==> config.mk <==
export PLATFORM = sky130hd
export DESIGN_NAME = sacl_ctrl
export DESIGN_NICKNAME = d
export VERILOG_FILES = /design/src/rtl/core/set_assoc_cache_lru_sim_core_assert.svh /design/src/rtl/core/sacl_pkg.sv /design/src/rtl/core/sacl_ctrl.sv
export SDC_FILE = /design/constraint.sdc
export NUM_CORES = 1
export LEC_CHECK = 0
export CAP_MARGIN = 10
export CORE_AREA = 2 2 39 41
export DETAILED_ROUTE_END_ITERATION = 10
export DIE_AREA = 0 0 41 43
export DONT_BUFFER_PORTS = 1
export PLACE_DENSITY_LB_ADDON = 0.25
export SYNTH_ARGS = -nofsm -noshare
export SYNTH_HDL_FRONTEND = slang
export SYNTH_SLANG_ARGS = --single-unit
==> constraint.sdc <==
create_clock -name clk -period 1.8 [get_ports clk]
set_input_delay 0.18 -clock clk [delete_from_list [all_inputs] [get_ports clk]]
set_output_delay 0.18 -clock clk [all_outputs]
set_load 0.005 [all_outputs]
==> src/rtl/core/set_assoc_cache_lru_sim_core_assert.svh <==
// assertion helpers for the cache tag core
`ifndef SET_ASSOC_CACHE_LRU_SIM_CORE_ASSERT_SVH
`define SET_ASSOC_CACHE_LRU_SIM_CORE_ASSERT_SVH

// same-cycle implication
`define SACL_ASSERT_NOW(label, trig, prop) \
	label: assert property (@(posedge clk) disable iff (!arst_n) (trig) |-> (prop)) \
		else $error("sacl check failed");

// next-cycle implication
`define SACL_ASSERT_NEXT(label, trig, prop) \
	label: assert property (@(posedge clk) disable iff (!arst_n) (trig) |=> (prop)) \
		else $error("sacl check failed");

`endif

==> src/rtl/core/sacl_pkg.sv <==
`default_nettype none
package sacl_pkg;

	localparam int DEF_MAX_SET_BITS = 6;
	localparam int DEF_MAX_WAYS = 8;
	localparam int AGE_WIDTH = 32;
	localparam int STAMP_W = 64;
	localparam int TAG_W = 32;
	localparam int CNT_W = 32;
	localparam int ADDR_W = 64;
	localparam int KIND_W = 2;
	localparam int CFG_IDX_W = 2;
	localparam int CFG_DATA_W = 6;
	localparam int SETB_W = 3;
	localparam int BLKB_W = 6;
	localparam int WAYSU_W = 4;
	localparam int SHIFT_W = 7;

	localparam logic [STAMP_W-1:0] AGE_MAX = {STAMP_W{1'b1}} >> (STAMP_W - AGE_WIDTH);

	typedef enum logic [KIND_W-1:0] {
		KIND_LOAD   = 2'd0,
		KIND_STORE  = 2'd1,
		KIND_MODIFY = 2'd2,
		KIND_NONE   = 2'd3
	} kind_t;

	typedef enum logic [CFG_IDX_W-1:0] {
		CFG_SET_BITS   = 2'd0,
		CFG_BLOCK_BITS = 2'd1,
		CFG_WAYS_USED  = 2'd2
	} cfg_idx_t;

	typedef enum logic [2:0] {
		ST_IDLE,
		ST_READ,
		ST_EVAL,
		ST_SCAN,
		ST_EVICT,
		ST_FINISH
	} state_t;

	typedef struct packed {
		logic load;
		logic read;
		logic eval;
		logic scan;
		logic evict;
		logic finish;
	} cmd_t;

	typedef struct packed {
		logic access;
		logic hit;
		logic free;
		logic scan_last;
	} stat_t;

	typedef struct packed {
		logic               valid;
		logic [TAG_W-1:0]   tag;
		logic [STAMP_W-1:0] stamp;
	} line_t;

	function automatic logic [CNT_W-1:0] sat_inc(input logic [CNT_W-1:0] v);
		return (v == {CNT_W{1'b1}}) ? v : v + CNT_W'(1);
	endfunction

endpackage
`default_nettype wire

==> src/rtl/core/sacl_ctrl.sv <==
`default_nettype none
module sacl_ctrl import sacl_pkg::*; (
	input  logic  clk,
	input  logic  arst_n,
	input  logic  start,
	input  stat_t stat,
	output cmd_t  cmd,
	output logic  busy
);

	state_t state_q;
	state_t state_nxt;

	always_ff @(posedge clk or negedge arst_n) begin
		if (!arst_n) begin
			state_q <= ST_IDLE;
		end else begin
			state_q <= state_nxt;
		end
	end

	always_comb begin
		state_nxt = state_q;
		cmd = '0;
		case (state_q)
			ST_IDLE: begin
				if (start) begin
					cmd.load = 1'b1;
					state_nxt = ST_READ;
				end
			end
			ST_READ: begin
				cmd.read = 1'b1;
				state_nxt = ST_EVAL;
			end
			ST_EVAL: begin
				cmd.eval = 1'b1;
				if (stat.access && !stat.hit && !stat.free) begin
					state_nxt = ST_SCAN;
				end else begin
					state_nxt = ST_FINISH;
				end
			end
			ST_SCAN: begin
				cmd.scan = 1'b1;
				if (stat.scan_last) begin
					state_nxt = ST_EVICT;
				end
			end
			ST_EVICT: begin
				cmd.evict = 1'b1;
				state_nxt = ST_FINISH;
			end
			ST_FINISH: begin
				cmd.finish = 1'b1;
				state_nxt = ST_IDLE;
			end
			default: begin
				state_nxt = ST_IDLE;
			end
		endcase
	end

	assign busy = (state_q != ST_IDLE);

endmodule
`default_nettype wire

==> results of run 1 <==
## routing by layer
layer | up-vias | routed length, um | global-route usage [%]
li1 | 88 | - | -
met1 | 85 | 159 | 6.17
met2 | 7 | 245 | 8.75
met3 | 0 | 32 | 3.14
met4 | 0 | 0 | 8.00
met5 | - | 0 | 0
## cell usage after synthesis
master    number  area, um2
and3_2         1       7.51
a221oi_1       1       8.76
nand2b_1       2       12.5
nor2_1         2       7.51
or3_2          1       7.51
a41o_1         1       10.0
clkbuf_1       1       3.75
dfrtp_1        3       75.1
nor3_1         1       5.00
or2b_1         1       7.51
nor3b_1        3       22.5
o22ai_1        1       6.26
inv_1          2       7.51
a21bo_2        1       10.0
or4b_4         1       13.8
## kinds of logic (layout without fill, tap and decap cells)
logic type	after synthesis	in the layout	synth area share, %
AND/OR/NAND/NOR	12	12	40.9
AO/OA/AOI/OAI	4	4	17.1
flip-flops	3	3	36.6
buffers and inverters	3	7	5.49
## metrics by stage
stage,util (%),instance area (um2),instances
2_1_floorplan,-,205,22
3_3_place_gp,16.0,221,37
3_5_place_dp,16.0,221,37
4_1_cts,18.6,258,42
5_1_grt,18.6,258,42
6_report,18.6,258,42
## area by class of cell
type / count / area [um2]
multi-input cells: 16 / 119
inverters: 2 / 7.51
clock buffers: 4 / 26.3
repair buffers: 1 / 10.0
fillers: 163 / 1130
well taps: 16 / 20.0
flip-flops and latches: 3 / 75.1
## worst paths after layout
kind,startpoint,endpoint,slack (ns),cells past startpoint
hold / removal,stat[0],state_q[0],0.15,2
setup / recovery,state_q[0],cmd[5],0.30,2
min in group asynchronous,arst_n,state_q[1],0.20,1
setup reg to reg,state_q[0],state_q[2],0.42,2
max in group asynchronous,arst_n,state_q[2],1.46,1
hold reg to reg,state_q[2],state_q[1],0.60,1
## power groups by stage
stage                     clock (uW)  combinational, uW  sequential (uW)
after global routing             126                173              173
after global placement             0                153              161
final                            116                150              160
after detailed placement           0                152              163
after CTS                        124                155              161
after floorplan                    0                154              131
==> key figures, run 1 <==
Yosys
  • Register area share after synthesis: 36.6%
  • Distinct cells, synth: 15
  • Mean post-synth cell area: 9.33 um2
  • Ys Warns: 0
  • Cell area after synthesis: 205 um2
  • FF+latch count, synth: 3
  • Post-Syn Instances: 22
  • Synthesized net count: 29

Finish
  • Fraction of layout cells with a size suffix above 1: 26.9%
  • # diodes: 0
  • Biggest register: state_q
  • Max reg flops: 3
  • Most frequent cells in the layout: nor3b_1, clkbuf_4, dfrtp_1
  • Area delta synth->final: 25.6%
  • NumNets Final: 34
  • Biggest regs: state_q (3)

Clocking
  • Postcts setup bufs: 0
  • Clock latency on the worst-skew pair: 0.23 ns
  • Reg clk slew, reported paths: 0.04 ns
  • CTS HTree Levels: 1
  • CTS buffer count: 3
  • Post-cts resize count: 0
  • Hold-fix buffers, CTS: 1
  • CTS sink cnt: 3
  • CTS root buf: clkbuf_4
  • Clk buf depth: 2
  • CTS tree: yes

Global routing
  • First-pass GRT wire length: 703 um
  • Largest net degree at the start of global routing: 12
  • Global route overflow: 0
  • Antenna violations before repair: 0
  • Tot GR Track Use: 6.55%
  • Vias in the first global route: 183

Pwr
  • Share of power burned in registers: 37.6%
  • Tot Pwr: 426 uW
  • Worst vdd ir: 0.210 mV
  • Sw Share: 37.3%
  • Int Pwr: 267 uW
  • PwrDens: 1650 mW/mm2
  • Comb pwr share: 35.2%
  • Clk pwr share: 27.2%
  • Switching pwr: 159 uW
  • LEAKAGE: 0.000110 uW

STA
  • Final period utilization: 83.2%
  • Actual slew at the worst max-slew pin: 0.345 ns
  • Final Hold Viols: 0
  • Fmax: 0.668 GHz
  • Rel. slew slack: 77.0%
  • Hold Slack: 0.150 ns
  • Fin Setup TNS: 0 ns
  • RSZ-0062 raised after global routing: no
  • Setup-failing EPs final: 0
  • Fin crit period: 1.50 ns
  • Clock Skews: 0.000901 ns
  • Fin. max-slew vios: 0
  • Worst Setup Slack, final: 0.302 ns

Setup path
  • Crit path max-delay cell type: or3_2
  • Worst path required time: 1.62 ns
  • Delay-heaviest family, CP: simple AND/OR/NAND/NOR gates
  • Worst-path fanout max: 10
  • Bufs and invs on worst path: 0
  • Endpoint class of the critical path: output pin
  • WP data arrival: 1.32 ns
  • CP max stage delay: 0.51 ns
  • CP Launch Type: flop
  • Worst path cell trace: or3_2 -> nor2_1
  • Worst setup path class: reg2out

Place
  • RePlAce Congestion: 0.628
  • Pre-CTS WS: 0.414 ns
  • I/O Buffers: 0

Status
  • Status: complete, no violations

Min path
  • Hold Path Class: in2reg

Drt
  • Routed vias: 180
  • Routed wire per std cell: 10.4 um
  • Initial DRC Count: 3
  • Via/cell ratio: 4.29
  • Drt pass-1 iters: 2
  • Post-DRT Antenna Nets: 0
  • Drt drc: 0
  • WL final: 437 um

Die
  • Die Area: 0.00176 mm2
  • Die H: 43 um
  • Starting Density: 14.8%
  • Ports: 14
  • Die width: 41 um
  • Core Area: 0.00138 mm2
  • Rows: 14

Flow run
  • Max Cap Viol: 0
Note: power is estimated with default switching activity, not from simulation.
==> inputs of run 2 (changes only) <==
Settings changed: ABC_AREA set to 1.
Clock period 1.8 ns to 1.3 ns, I/O delays scaled along.
==> run 2 against run 1 <==
Net effect:
- synthesized area rose by 16%
- via count rose by 24%
- sequential share of layout area fell by 3.6 points
- non-clock buffer count did not move
- first-iteration DRC count fell by 33%
- flip-flop and latch count did not move
- design area rose by 14%
==> key figures, run 2 <==
Clocking
  • Reg clk slew, reported paths: 0.03 ns (about the same)
  • Clock latency on the worst-skew pair: 0.23 ns (about the same)
  • CTS HTree Levels: 1 (unchanged)
  • Clk buf depth: 2 (unchanged)
  • Hold-fix buffers, CTS: 1 (unchanged)
  • Postcts setup bufs: 0 (unchanged)
  • CTS root buf: clkbuf_4
  • CTS buffer count: 3 (unchanged)
  • Post-cts resize count: 0 (unchanged)
  • CTS tree: yes
  • CTS sink cnt: 3 (unchanged)

Setup path
  • Worst-path fanout max: 6 (-4)
  • Crit path to: cmd[5]
  • CP Launch Type: flop
  • Worst r2r src: state_q[0]
  • Worst path required time: 1.17 ns (-0.45 ns)
  • R2R cell count: 5 (+3)
  • Register-to-register setup slack: 0.31 ns (-0.11 ns)
  • Endpoint class of the critical path: output pin
  • Crit path launch: state_q[0]
  • WP data arrival: 1.08 ns (-0.24 ns)
  • R2R Path End: state_q[2]
  • Worst setup path class: reg2out

Yosys
  • Synthesized net count: 43 (+48%)
  • FF+latch count, synth: 3 (unchanged)
  • Post-Syn Instances: 36 (+64%)
  • Largest cells by area after synthesis: dfrtp_1, inv_1, nand2_1
  • Ys async rst share: 100% (unchanged)
  • Top FF cell, synth: dfrtp_1
  • Top cell type's share of synthesized area: 31.6% (-5.0 points)
  • Distinct cells, synth: 14 (-1)
  • Synth cell count leaders: inv_1, nand2_1
  • Area leader, netlist: dfrtp_1
  • Mean post-synth cell area: 6.60 um2 (-29%)
  • Cell area after synthesis: 238 um2 (+16%)
  • Register area share after synthesis: 31.6% (-5.0 points)
  • Post-synth EDFFs: 0 (unchanged)
  • Ys Warns: 0 (unchanged)

STA
  • Final Hold Viols: 0 (unchanged)
  • Fmax: 0.828 GHz
  • Fin Setup TNS: 0 ns (unchanged)
  • Final period utilization: 92.9%
  • Fin crit period: 1.21 ns
  • Rel. slew slack: 84.4% (+7.4 points)
  • Setup-failing EPs final: 0 (unchanged)
  • Fin. max-slew vios: 0 (unchanged)
  • Actual slew at the worst max-slew pin: 0.233 ns (-0.112 ns)
  • Clock Skews: 0.000622 ns (-0.000279 ns)
  • RSZ-0062 raised after global routing: no
  • Worst Setup Slack, final: 0.0923 ns (-0.210 ns)

Drt
  • Routed wire per std cell: 8.51 um (-18%)
  • Post-DRT Antenna Nets: 0 (unchanged)
  • Via/cell ratio: 3.91 (-8.7%)
  • WL final: 485 um (+11%)
  • Drt pass-1 iters: 2 (unchanged)
  • Drt drc: 0 (unchanged)
  • Initial DRC Count: 2 (-1)
  • Routed vias: 223 (+24%)

Global routing
  • Tot GR Track Use: 6.65% (+0.10 points)
  • First-pass GRT wire length: 717 um (+2.0%)
  • Vias in the first global route: 197 (+7.7%)
  • Antenna violations before repair: 0 (unchanged)
  • Largest net degree at the start of global routing: 8 (-4)
  • Global route overflow: 0 (unchanged)

Finish
  • Biggest regs: state_q (3)
  • Filler Cell Count: 165 (+1.2%)
  • # diodes: 0 (unchanged)
  • Fraction of layout cells with a size suffix above 1: 31.7% (+4.8 points)
  • NumNets Final: 49 (+44%)
  • Most frequent cells in the layout: nand2_1, inv_1
  • Reg area: 75.1 um2 (unchanged)
  • Biggest register: state_q
  • Max reg flops: 3 (unchanged)
  • Area delta synth->final: 23.7%
  • Multi-input logic area: 129 um2 (+8.4%)
  • Final Util: 21.2% (+2.6 points)

Place
  • I/O Buffers: 0 (unchanged)
  • Pre-CTS WS: 0.312 ns (-0.103 ns)
  • RePlAce Congestion: 0.577 (-8.1%)
  • Post-DP HPWL: 407 um

Die
  • Die H: 43 um (unchanged)
  • Ports: 14 (unchanged)
  • Starting Density: 17.2% (+2.4 points)
  • Core Area: 0.00138 mm2 (unchanged)
  • Rows: 14 (unchanged)
  • Die width: 41 um (unchanged)
  • Die Area: 0.00176 mm2 (unchanged)

Flow run
  • Max Cap Viol: 0 (unchanged)

Pwr
  • PwrDens: 2320 mW/mm2 (+40%)
  • Worst vdd ir: 0.492 mV (+130%)
  • LEAKAGE: 0.000153 uW (+39%)

Min path
  • Hold Path Class: in2reg

Status
  • Status: complete, no violations
run 2: cell types whose count changed in the layout (fill, tap and decap cells not counted), sizes merged, moves of 2 or more:
| cell | delta |
|---|---|
| nand2 | +9 |
| inv | +7 |
| nand3 | +4 |
| nor2 | +3 |
| nor3b | -3 |
| o21ai | +3 |
| nand2b | -2 |
run 2: critical path: stages (launching register included):
cell	delay (ns)
dfrtp_1	0.43
nor2_1	0.18
nand2_1	0.11
nor2_1	0.13
run 2: cells by family (layout without fill, tap and decap cells):
logic type,Yosys count,after routing,synth area share (%)
AOI/OAI and AO/OA,4,4,10.0
buffers and inverters,9,14,14.2
DFF,3,3,31.6
and+or+nand+nor,20,20,44.2
run 2: how the worst min path moves through the flow:
stage / to / depth (start not counted) / slack [ns] / startpoint
2_1_floorplan: state_q[0] / 0 / -0.17 / arst_n
3_3_place_gp: state_q[1] / 0 / -0.17 / arst_n
3_5_place_dp: state_q[1] / 0 / -0.17 / arst_n
4_1_cts: state_q[0] / 3 / 0.12 / stat[0]
5_1_grt: state_q[0] / 3 / 0.14 / stat[0]
6_report: state_q[1] / 3 / 0.12 / stat[1]
run 2: cell type report:
type | instances | share of cell area, %
Multi-Input combinational cell | 24 | 43.8
Inverter | 9 | 11.5
Clock buffer | 4 | 8.94
Tap cell | 16 | 6.81
Sequential cell | 3 | 25.5
Timing Repair Buffer | 1 | 3.40
run 2: where the power goes:
group	switching (uW)	internal, uW
Sequential	73.7	139
Combinational	201	110
Clock	44.3	115
Total	319	363
run 2: per-stage QoR:
stage                     instances  hold slack [ns]  instance area, um2  total power (uW)
after floorplan                  36           -0.166                 238               467
after global placement           52           -0.165                 258               526
after detailed placement         52           -0.165                 258               525
after CTS                        57            0.121                 294               701
after global routing             57            0.143                 294               751
final                            57            0.120                 294               682
run 2: metal layers:
layer,vias up,GRT usage [%],wire (um)
met5,-,0,0
met4,0,6.00,6
met3,2,4.71,50
met2,8,7.81,211
met1,92,7.47,217
li1,121,-,-
==> inputs of run 3 (changes only) <==
Settings changed: BUFFER_PORTS_ARGS set to -buffer_cell sky130_fd_sc_hd__buf_4, DONT_BUFFER_PORTS 1 to not set, SETUP_SLACK_MARGIN set to 0.15.
==> run 3 against run 2 <==
Net effect:
- die area unchanged
- sequential share of layout area down 7.3 points
- final cell count up 28%
- critical path type unchanged
- largest power group unchanged
- power up 39%
- critical endpoint unchanged
==> key figures, run 3 (synthesis results as in run 2) <==
Global routing
  • First-pass GRT wire length: 945 um (+32%)
  • Largest net degree at the start of global routing: 8 (unchanged)
  • Tot GR Track Use: 8.94% (+2.3 points)
  • Antenna violations before repair: 0 (unchanged)
  • Global route overflow: 0 (unchanged)
  • Vias in the first global route: 240 (+22%)

Die
  • Ports: 14 (unchanged)
  • Core Area: 0.00138 mm2 (unchanged)
  • Starting Density: 17.2% (unchanged)
  • Die Area: 0.00176 mm2 (unchanged)
  • Die H: 43 um (unchanged)
  • Die width: 41 um (unchanged)
  • Rows: 14 (unchanged)

Drt
  • Post-DRT Antenna Nets: 0 (unchanged)
  • Routed vias: 306 (+37%)
  • Top sig layer: met4
  • Drt drc: 0 (unchanged)
  • Routed wire per std cell: 8.18 um (-3.9%)
  • Drt pass-1 iters: 2 (unchanged)
  • Initial DRC Count: 1 (-1)
  • WL final: 597 um (+23%)
  • Met3 wire length: 50 um (unchanged)
  • Met2 WL: 292 um (+38%)
  • Via/cell ratio: 4.19 (+7.1%)
  • Met1 wire length: 228 um (+5.1%)

Finish
  • Final Util: 31.3% (+10 points)
  • Fraction of layout cells with a size suffix above 1: 61.4% (+30 points)
  • Biggest regs: state_q (3)
  • Commonest non-fill, non-tap cell in the layout: buf_4
  • Biggest register: state_q
  • NumNets Final: 65 (+33%)
  • # diodes: 0 (unchanged)
  • Multi-input logic area: 141 um2 (+9.7%)
  • Most frequent cells in the layout: buf_4, inv_1, nand2_1, nand2_2
  • Filler Cell Count: 160 (-3.0%)
  • Reg area: 78.8 um2 (+5.0%)
  • Final Instance Area: 433 um2 (+47%)
  • Area delta synth->final: 82.1%
  • Max reg flops: 3 (unchanged)

Min path
  • Hold Path Class: in2reg
  • Hold Path Stages: 4 (+1)

Clocking
  • Clock latency on the worst-skew pair: 0.23 ns (about the same)
  • Reg clk slew, reported paths: 0.04 ns (about the same)
  • CTS sink cnt: 3 (unchanged)
  • CTS HTree Levels: 1 (unchanged)
  • CTS buffer count: 3 (unchanged)
  • CTS root buf: clkbuf_4
  • CTS tree: yes
  • Clk buf depth: 2 (unchanged)

Pwr
  • LEAKAGE: 0.000230 uW (+50%)
  • Worst vdd ir: 0.853 mV (+74%)
  • PwrDens: 2190 mW/mm2 (-5.7%)
  • Switching pwr: 395 uW (+24%)
  • Comb pwr share: 56.8% (+11 points)
  • Clk pwr share: 17.3% (-6.0 points)
  • Sw Share: 41.7% (-5.0 points)
  • Share of power burned in registers: 25.8% (-5.4 points)
  • Int Pwr: 552 uW (+52%)

Setup path
  • R2R cell count: 6 (+1)
  • Crit path launch: state_q[0]
  • Delay-heaviest family, CP: flip-flops
  • Worst r2r src: state_q[0]
  • Worst path cell trace: nor2_4 -> nand2_2 -> nor2_2 -> buf_4
  • Bufs and invs on worst path: 1 (+1)
  • Register-to-register setup slack: 0.23 ns (-0.08 ns)
  • CP Launch Type: flop
  • Worst setup path class: reg2out
  • Endpoint class of the critical path: output pin
  • CP max stage delay: 0.45 ns (+0.02 ns)
  • R2R Path End: state_q[2]
  • Crit path max-delay cell type: dfrtp_2
  • Worst-path fanout max: 6 (unchanged)
  • WP data arrival: 1.07 ns (about the same)
  • Crit path to: cmd[5]
  • Total stage count of the critical path: 4 (+1)
  • Worst path required time: 1.17 ns (about the same)

Place
  • RePlAce Congestion: 0.655 (+14%)
  • Post-DP HPWL: 459 um (+13%)
  • Post-DP Area: 355 um2 (+38%)
  • I/O Buffers: 13 (+13)

STA
  • Fin Setup TNS: 0 ns (unchanged)
  • Clock Skews: 0.00114 ns (+0.000517 ns)
  • Fin. max-slew vios: 0 (unchanged)
  • Final Hold Viols: 0 (unchanged)
  • Setup-failing EPs final: 0 (unchanged)
  • Hold Slack: 0.204 ns (+0.0835 ns)
  • Rel. slew slack: 89.0% (+4.7 points)
  • Actual slew at the worst max-slew pin: 0.164 ns (-0.0693 ns)
  • Fmax: 0.833 GHz (+0.57%)
  • Final period utilization: 92.4% (-0.53 points)
  • Fin crit period: 1.20 ns (-0.00685 ns)
  • RSZ-0062 raised after global routing: yes

Flow run
  • Max Cap Viol: 0 (unchanged)

Status
  • Status: complete, no violations
-- run 3: cell types whose count changed in the layout (fill, tap and decap cells not counted) --
cell	before	now
dfrtp_1	3	0
nand2_2	3	4
nor2_4	1	2
buf_4	0	16
inv_4	0	1
nand2_1	6	5
nor2_2	1	2
dfrtp_2	0	3
nor2_1	3	1
inv_2	3	2
-- run 3: worst min-delay path, cell delays in order --
cell and delay, ns:
buf_4 0.07, inv_1 0.03, nand2_2 0.08, o21ai_1 0.07
-- run 3: per-layer routing --
layer | vias up | global-route usage (%)
li1 | 152 | -
met1 | 140 | 9.03
met2 | 10 | 11.6
met3 | 4 | 3.14
met4 | 0 | 12.0
met5 | - | 0
-- run 3: area by class of cell --
cell class,count,share of cell area [%]
Multi-Input combinational cell,24,32.7
Timing Repair Buffer,17,30.1
Sequential cell,3,18.2
Inverter,9,8.38
Clock buffer,4,6.07
Tap cell,16,4.62
-- run 3: what timing repair did --
item                                    in CTS  in global routing
setup buffers                                3                  0
hold buffers                                 1                  0
resized for setup                            5                  3
endpoints found under the setup margin       7                  7
pin swaps                                    2                  3
hold endpoints to repair                     3                  0
-- run 3: worst min path at each step --
stage,end,slack [ns],startpoint
after floorplan,state_q[0],-0.17,arst_n
after global placement,state_q[2],-0.08,arst_n
after detailed placement,state_q[0],-0.08,arst_n
after CTS,state_q[0],0.20,stat[0]
after global routing,state_q[0],0.21,arst_n
final,state_q[0],0.20,stat[0]
-- run 3: metrics by stage --
| step | instances | power, uW | setup WS (ns) |
|---|---|---|---|
| 4_1_cts | 73 | 927 | 0.0953 |
| 5_1_grt | 73 | 1040 | 0.0296 |
| 2_1_floorplan | 36 | 467 | 0.393 |
| 6_report | 73 | 947 | 0.0992 |
| 3_3_place_gp | 65 | 655 | 0.301 |
| 3_5_place_dp | 65 | 664 | 0.290 |
-- run 3: power groups by stage --
stage	sequential, uW	clock, uW	combinational (uW)
after floorplan	199	0	268
after global placement	213	0	442
after detailed placement	213	0	451
after CTS	231	175	521
after global routing	253	185	599
final	245	164	538
